### src/design/acr_pkg.sv
// Package for the ARP cache resolver: payload structs, cache entry layout,
// outcome codes, opcode and register constants.
// No dependencies.
package acr_pkg;

    typedef struct packed {
        logic        action;
        logic [31:0] query_ip;
        logic [47:0] src_mac;
        logic [31:0] tgt_ip;
        logic [15:0] opcode;
        logic [15:0] frame_length;
    } t_item;

    typedef struct packed {
        logic [2:0]  outcome;
        logic [31:0] ip_out;
        logic [47:0] mac_out;
    } t_result;

    typedef struct packed {
        logic [31:0] ip;
        logic [47:0] mac;
    } t_entry;

    typedef enum logic [2:0] {
        OUT_HIT        = 3'd0,
        OUT_MISS       = 3'd1,
        OUT_SEND_REPLY = 3'd2,
        OUT_NOT_FOR_US = 3'd3,
        OUT_LEARNED    = 3'd4,
        OUT_FULL       = 3'd5,
        OUT_TOO_SHORT  = 3'd6,
        OUT_OTHER_OP   = 3'd7
    } t_outcome;

    typedef enum logic {
        ST_IDLE,
        ST_SCAN
    } t_state;

    localparam logic        ACT_LOOKUP    = 1'b0;
    localparam logic        ACT_FRAME     = 1'b1;
    localparam logic [15:0] OP_REQUEST    = 16'd1;
    localparam logic [15:0] OP_REPLY      = 16'd2;
    localparam logic [15:0] MIN_FRAME_LEN = 16'd42;
    localparam logic        CFG_OWN_IP    = 1'b0;

endpackage

### src/design/arp_cache_resolver.sv
// ARP cache resolver top level: IPv4-to-MAC cache in a synchronous memory
// with a scanning sequencer. Depends on acr_pkg.
//
// Usage: an item is transferred on i_item when start is high and busy is low.
// Each item gives exactly one result on o_result, marked by o_done for one
// cycle; the receiver cannot hold it off. Configuration is written on
// i_cfg_we/i_cfg_addr/i_cfg_wdata at any clock edge, with no handshake.
// Register 0 is our IPv4 address; register 1 (our MAC) is accepted but no
// result carries it, so it is not stored.
// Frames that are too short, ARP requests and unknown opcodes give their
// result through the registered o_done and o_result without a scan, and busy
// stays low. Lookups and ARP replies scan the filled entries through the
// single registered read port of the cache memory, one entry per cycle,
// comparing each entry once its read data is registered: a lookup stops at
// its first hit, and a miss or a reply runs through every filled entry. With
// an empty cache they answer without a scan, as the frames above do. The
// read port sets this rate; busy is high during the scan.
// Reset (synchronous, active low) empties the cache by clearing the fill
// count and clears our IP address. Entries fill in order and are never
// evicted, so the fill count alone marks which entries are valid.
module arp_cache_resolver #(
    parameter int CACHE_ENTRIES = 32
) (
    input  logic            i_clk,
    input  logic            i_rst_n,
    input  logic            start,
    output logic            busy,
    input  acr_pkg::t_item  i_item,
    output logic            o_done,
    output acr_pkg::t_result o_result,
    input  logic            i_cfg_we,
    input  logic            i_cfg_addr,
    input  logic [47:0]     i_cfg_wdata
);
    import acr_pkg::*;

    localparam int IDX_W = (CACHE_ENTRIES > 1) ? $clog2(CACHE_ENTRIES) : 1;
    localparam int CNT_W = $clog2(CACHE_ENTRIES + 1);
    localparam logic [CNT_W-1:0] FULL_COUNT = CNT_W'(CACHE_ENTRIES);

    t_entry            r_mem [CACHE_ENTRIES];
    t_entry            r_rd_data;

    t_state            r_state, n_state;
    t_item             r_item, n_item;
    logic [CNT_W-1:0]  r_idx, n_idx;
    logic              r_cmp_vld, n_cmp_vld;
    logic [IDX_W-1:0]  r_cmp_idx, n_cmp_idx;
    logic [CNT_W-1:0]  r_fill, n_fill;
    logic              r_found, n_found;
    logic              r_done, n_done;
    t_result           r_result, n_result;
    logic [31:0]       r_own_ip;

    logic              rd_en;
    logic              wr_en;
    logic [IDX_W-1:0]  wr_addr;
    t_entry            wr_data;
    logic              hit;
    logic              last;

    assign busy     = (r_state != ST_IDLE);
    assign o_done   = r_done;
    assign o_result = r_result;

    assign hit  = r_cmp_vld && (r_rd_data.ip == r_item.query_ip);
    assign last = r_cmp_vld && ((CNT_W'(r_cmp_idx) + CNT_W'(1)) == r_fill);

    // Cache memory: one write port and one registered read port.
    always_ff @(posedge i_clk) begin
        if (wr_en) begin
            r_mem[wr_addr] <= wr_data;
        end
        if (rd_en) begin
            r_rd_data <= r_mem[r_idx[IDX_W-1:0]];
        end
    end

    always_ff @(posedge i_clk) begin
        if (!i_rst_n) begin
            r_own_ip <= '0;
        end else if (i_cfg_we && (i_cfg_addr == CFG_OWN_IP)) begin
            r_own_ip <= i_cfg_wdata[31:0];
        end
    end

    always_ff @(posedge i_clk) begin
        if (!i_rst_n) begin
            r_state   <= ST_IDLE;
            r_fill    <= '0;
            r_done    <= 1'b0;
            r_cmp_vld <= 1'b0;
        end else begin
            r_state   <= n_state;
            r_fill    <= n_fill;
            r_done    <= n_done;
            r_cmp_vld <= n_cmp_vld;
        end
        r_item    <= n_item;
        r_idx     <= n_idx;
        r_cmp_idx <= n_cmp_idx;
        r_found   <= n_found;
        r_result  <= n_result;
    end

    always_comb begin
        n_state   = r_state;
        n_item    = r_item;
        n_idx     = r_idx;
        n_cmp_vld = 1'b0;
        n_cmp_idx = r_cmp_idx;
        n_fill    = r_fill;
        n_found   = r_found;
        n_done    = 1'b0;
        n_result  = r_result;
        rd_en     = 1'b0;
        wr_en     = 1'b0;
        wr_addr   = r_fill[IDX_W-1:0];
        wr_data   = '{ip: r_item.query_ip, mac: r_item.src_mac};

        unique case (r_state)
            ST_IDLE: begin
                if (start) begin
                    n_item  = i_item;
                    n_idx   = '0;
                    n_found = 1'b0;
                    if (i_item.action == ACT_LOOKUP) begin
                        if (r_fill == '0) begin
                            n_done   = 1'b1;
                            n_result = '{outcome: OUT_MISS, ip_out: i_item.query_ip,
                                         mac_out: '0};
                        end else begin
                            n_state = ST_SCAN;
                        end
                    end else if (i_item.frame_length < MIN_FRAME_LEN) begin
                        n_done   = 1'b1;
                        n_result = '{outcome: OUT_TOO_SHORT, ip_out: '0, mac_out: '0};
                    end else if (i_item.opcode == OP_REQUEST) begin
                        n_done = 1'b1;
                        if (i_item.tgt_ip == r_own_ip) begin
                            n_result = '{outcome: OUT_SEND_REPLY, ip_out: i_item.query_ip,
                                         mac_out: i_item.src_mac};
                        end else begin
                            n_result = '{outcome: OUT_NOT_FOR_US, ip_out: '0, mac_out: '0};
                        end
                    end else if (i_item.opcode == OP_REPLY) begin
                        if (r_fill == '0) begin
                            // Empty cache: the pair goes straight into the first slot.
                            wr_en    = 1'b1;
                            wr_addr  = '0;
                            wr_data  = '{ip: i_item.query_ip, mac: i_item.src_mac};
                            n_fill   = CNT_W'(1);
                            n_done   = 1'b1;
                            n_result = '{outcome: OUT_LEARNED, ip_out: i_item.query_ip,
                                         mac_out: i_item.src_mac};
                        end else begin
                            n_state = ST_SCAN;
                        end
                    end else begin
                        n_done   = 1'b1;
                        n_result = '{outcome: OUT_OTHER_OP, ip_out: '0, mac_out: '0};
                    end
                end
            end

            ST_SCAN: begin
                // Read side: issue the next filled entry while the compare works on the entry read before it.
                if (r_idx < r_fill) begin
                    rd_en     = 1'b1;
                    n_cmp_vld = 1'b1;
                    n_cmp_idx = r_idx[IDX_W-1:0];
                    n_idx     = r_idx + CNT_W'(1);
                end

                if (r_item.action == ACT_LOOKUP) begin
                    if (hit) begin
                        n_state   = ST_IDLE;
                        n_cmp_vld = 1'b0;
                        n_done    = 1'b1;
                        n_result  = '{outcome: OUT_HIT, ip_out: '0, mac_out: r_rd_data.mac};
                    end else if (last) begin
                        n_state  = ST_IDLE;
                        n_done   = 1'b1;
                        n_result = '{outcome: OUT_MISS, ip_out: r_item.query_ip, mac_out: '0};
                    end
                end else begin
                    // Every matching entry takes the new MAC, written behind the reads.
                    if (hit) begin
                        wr_en   = 1'b1;
                        wr_addr = r_cmp_idx;
                        n_found = 1'b1;
                    end
                    if (last) begin
                        n_state  = ST_IDLE;
                        n_done   = 1'b1;
                        n_result = '{outcome: OUT_LEARNED, ip_out: r_item.query_ip,
                                     mac_out: r_item.src_mac};
                        if (!r_found && !hit) begin
                            if (r_fill < FULL_COUNT) begin
                                wr_en   = 1'b1;
                                wr_addr = r_fill[IDX_W-1:0];
                                n_fill  = r_fill + CNT_W'(1);
                            end else begin
                                n_result.outcome = OUT_FULL;
                            end
                        end
                    end
                end
            end

            default: begin
                n_state = ST_IDLE;
            end
        endcase
    end

endmodule

### config.mk
export PLATFORM = sky130hd
export DESIGN_NAME = arp_cache_resolver
export DESIGN_NICKNAME = d
export VERILOG_FILES = /design/src/design/acr_pkg.sv /design/src/design/arp_cache_resolver.sv
export SDC_FILE = /design/constraint.sdc
export NUM_CORES = 2
export LEC_CHECK = 0
export BUFFER_PORTS_ARGS = -buffer_cell sky130_fd_sc_hd__buf_2
export CORE_ASPECT_RATIO = 1.75
export CORE_MARGIN = 5
export CORE_UTILIZATION = 45
export DETAILED_ROUTE_END_ITERATION = 10
export PLACE_DENSITY = 0.71
export SLEW_MARGIN = 25
export SYNTH_ARGS = -nofsm -noshare
export SYNTH_HDL_FRONTEND = slang
export SYNTH_SLANG_ARGS = --single-unit
### constraint.sdc
create_clock -name i_clk -period 24.6 [get_ports i_clk]
set_clock_uncertainty 0.15 [all_clocks]
set_input_delay 1.23 -clock i_clk [delete_from_list [all_inputs] [get_ports i_clk]]
set_output_delay 1.23 -clock i_clk [all_outputs]
set_load 0.05 [all_outputs]
==> impl_metrics.tcl <==
set metrics [dict create \
    route.met2.wl_um 138000 \
    ctsHoldBuffers 0 \
    cts_tree "built" \
    dieHeight_um 664 \
    fin_area_um2 123000 \
    min_path_type "flip-flop to flip-flop" \
    fin_nets 5247 \
    drive_gt1_share_pct 32.7 \
    synth_cell_types 59 \
    ys_ff_latch 2857 \
    setup_viol 0 \
    fillers 18800 \
    dr.pass1.iters 6 \
    die_x_um 384 \
    numCtsBuffers 245 \
    path_clk_slew_ns 0.07 \
    max-slew-margin-rel_pct 25.7 \
    postCtsSetupBuffers 0 \
    powerDensity_nw_per_um2 76.7 \
    status "finished, final reports clean" \
    grt_max_degree 146 \
    rsz0062_at_grt "no" \
    async_reset_ff_share_pct 0 \
    wl_met3_um 25500 \
    syn_to_final_growth_pct 12.3 \
    coreArea_um2 244000 \
    gp_congestion 0.799 \
    synth_ff_type "edfxtp_1" \
    drt-total-wl_um 270000 \
    clkPwrFrac_pct 39.7 \
    finalCritPeriodShare_pct 26.9 \
    drv_cap 0 \
    ff2ff_path_depth 9 \
    viasPerCell 6.05 \
    comb_power_share_pct 3.6 \
    die_area_um2 255000 \
    synth_edf_count 2816 \
    dp_hpwl_um 129000 \
    required_ns 24.92 \
    regToRegEndpoint "r_mem[24][61]$_DFFE_PP_" \
    ir_drop_mv 0.0638 \
    r2r_start "r_item[122]$_DFFE_PP_" \
    worst_setup_path_start_kind "flip-flop" \
    io_pins 283 \
    drc 0 \
    p_seq_share_pct 56.7 \
    clockBufferDepth 4 \
    port_buffers 265 \
    p_leak_nw 38.3 \
    critical_path_class "flip-flop to flip-flop" \
    ctsResizeCount 0 \
    tightest_slew_ns 1.11 \
    grt_pass1_vias 52500 \
    grt_pass1_wl_um 382000 \
    critPathArrivalTime_ns 6.93 \
    syn_inst 4667 \
    cts-root-buf "clkbuf_16" \
    drtIter0Drc 6857 \
    wl_met1_um 98900 \
    synth_fp_nets 4874 \
    ant_nets 0 \
    track_usage_pct 20.9 \
    top_layer_used "met5" \
    route.vias.total 51400 \
    final_common_cell "edfxtp_1" \
    p_switching_w 0.00193 \
    overflow 0 \
    switching_share_pct 20.3 \
    htreeDepth 4 \
    finalHoldViolations 0 \
    fin_hold_ws_ns 0.330 \
    avgSynthCellArea_um2 23.6 \
    final_max_slew_viol_count 0 \
    crit_path_max_fanout 33 \
    period_minus_slack_ns 6.61 \
    antenna_found_initial 22 \
    insertion_delay_ns 0.89 \
    startpoint "r_item[122]$_DFFE_PP_" \
    tns_ns 0 \
    synth.cell_area_um2 110000 \
    clock_sinks 2857 \
    synth-seq-area-share_pct 77.7 \
    fmax_mhz 151 \
    rows 240 \
    cp-endpoint "r_mem[24][61]$_DFFE_PP_" \
    placed_area_um2 116000 \
    final_cell_mix "edfxtp_1, mux4_2, buf_2" \
    power_w 0.00947 \
    p_int_w 0.00754 \
    start_util_pct 45.1 \
    r2r_setup_slack_ns 17.99 \
    ys_warn_count 0 \
    wl_per_cell_um 31.8 \
    crit_path_end_kind "flip-flop" \
]
through the flow:
stage	utilization (%)	setup slack [ns]	instances
global placement	47.4	17.10	8053
detailed placement	47.4	17.16	8057
global route	50.6	17.83	8497
floorplan	-	15.59	4667
finish	50.6	17.99	8500
CTS	50.6	17.95	8493
state kept, by name, summed over array words and instances, names as in the netlist:
name,cells
r_cmp_idx,5
r_found,1
r_fill,6
busy,1
r_item,81
r_own_ip,32
r_rd_data,80
r_idx,6
o_done,1
r_cmp_vld,1
r_mem,2560
o_result,83
synth_stat cells, types with 2 or more instances:
cell	number	share of area, %
edfxtp_1	2816	77
mux4_2	800	16
clkbuf_1	175	0.60
nand2_1	172	0.59
mux2_2	127	1.3
a22o_1	80	0.64
xnor2_1	68	0.54
a21o_1	52	0.36
dfxtp_1	41	0.75
buf_2	39	0.18
nor2_1	38	0.13
a21boi_0	34	0.23
buf_1	26	0.089
nor3_1	22	0.10
nand4_1	18	0.10
a21oi_1	16	0.073
nand3_1	11	0.050
o21ai_0	10	0.046
and2_1	9	0.051
ha_1	9	0.10
inv_1	9	0.031
nand2b_1	9	0.051
nor4_1	9	0.051
mux2i_1	6	0.055
xor2_1	6	0.048
buf_6	5	0.051
nor2b_1	5	0.028
nor3b_1	5	0.034
o21a_1	4	0.027
or4_1	4	0.027
a31o_2	3	0.024
nand3b_1	3	0.020
a211oi_1	2	0.014
and3_1	2	0.011
mux2_1	2	0.020
nand4b_1	2	0.016
nor4_2	2	0.023
o211ai_1	2	0.014
o22ai_1	2	0.011
o31ai_1	2	0.014
or2_2	2	0.011
logic make-up (layout without fill, tap and decap cells):
logic type | after synthesis | after routing | share of synthesized area [%]
DFF | 2857 | 2857 | 77.7
other | 0 | 4 | 0
AOI/OAI and AO/OA | 216 | 216 | 1.54
and+or+nand+nor | 320 | 320 | 1.35
adders and majority gates | 9 | 9 | 0.102
muxes | 935 | 935 | 17.8
buffers and inverters | 256 | 818 | 0.963
xor gates and xnor gates | 74 | 74 | 0.590
worst min path at each step:
stage / from / cells past startpoint / endpoint
CTS: i_item[131] / 1 / r_item[131]$_DFFE_PP_
global route: i_item[123] / 1 / r_item[123]$_DFFE_PP_
floorplan: r_idx[0]$_SDFFCE_PN0P_ / 0 / r_cmp_idx[0]$_DFFE_PP_
finish: r_own_ip[20]$_SDFFE_PN0P_ / 2 / r_own_ip[20]$_SDFFE_PN0P_
detailed placement: r_own_ip[20]$_SDFFE_PN0P_ / 2 / r_own_ip[20]$_SDFFE_PN0P_
global placement: r_own_ip[6]$_SDFFE_PN0P_ / 2 / r_own_ip[6]$_SDFFE_PN0P_
final cells by class:
cell class              count  area (µm²)  area share (%)
diodes                      4        10.0         0.00811
clock buffers             290        6380            5.17
clock inverters           146        1240            1.01
inverters                  10        40.0          0.0324
multi-input cells        1554       23800            19.3
flip-flops and latches   2857       85400            69.2
well taps                3267        4090            3.31
repair buffers            372        2480            2.01
routing by layer:
| metal | up-vias | GRT usage (%) |
|---|---|---|
| met3 | 444 | 3.86 |
| met5 | - | 0 |
| met4 | 26 | 5.69 |
| met2 | 2791 | 35.6 |
| met1 | 27500 | 27.9 |
| li1 | 20600 | - |
power groups by stage:
stage                     clock network, W  registers, W  logic (W)
after global placement                   0       0.00548   0.000329
after detailed placement                 0       0.00548   0.000339
after global routing               0.00402       0.00537   0.000361
after floorplan                          0       0.00550   0.000206
after CTS                          0.00383       0.00537   0.000340
final                              0.00376       0.00537   0.000338
worst max-delay path, stage by stage (launching register included):
cell and delay, ns:
edfxtp_1 0.43, xnor2_1 0.64, nand4_1 0.23, nor4_1 0.39
nand4_1 0.65, nor2_1 0.84, mux2i_2 0.38, nor2_4 0.86
buf_4 0.74, buf_4 0.76
(Power assumes the default switching activity.)
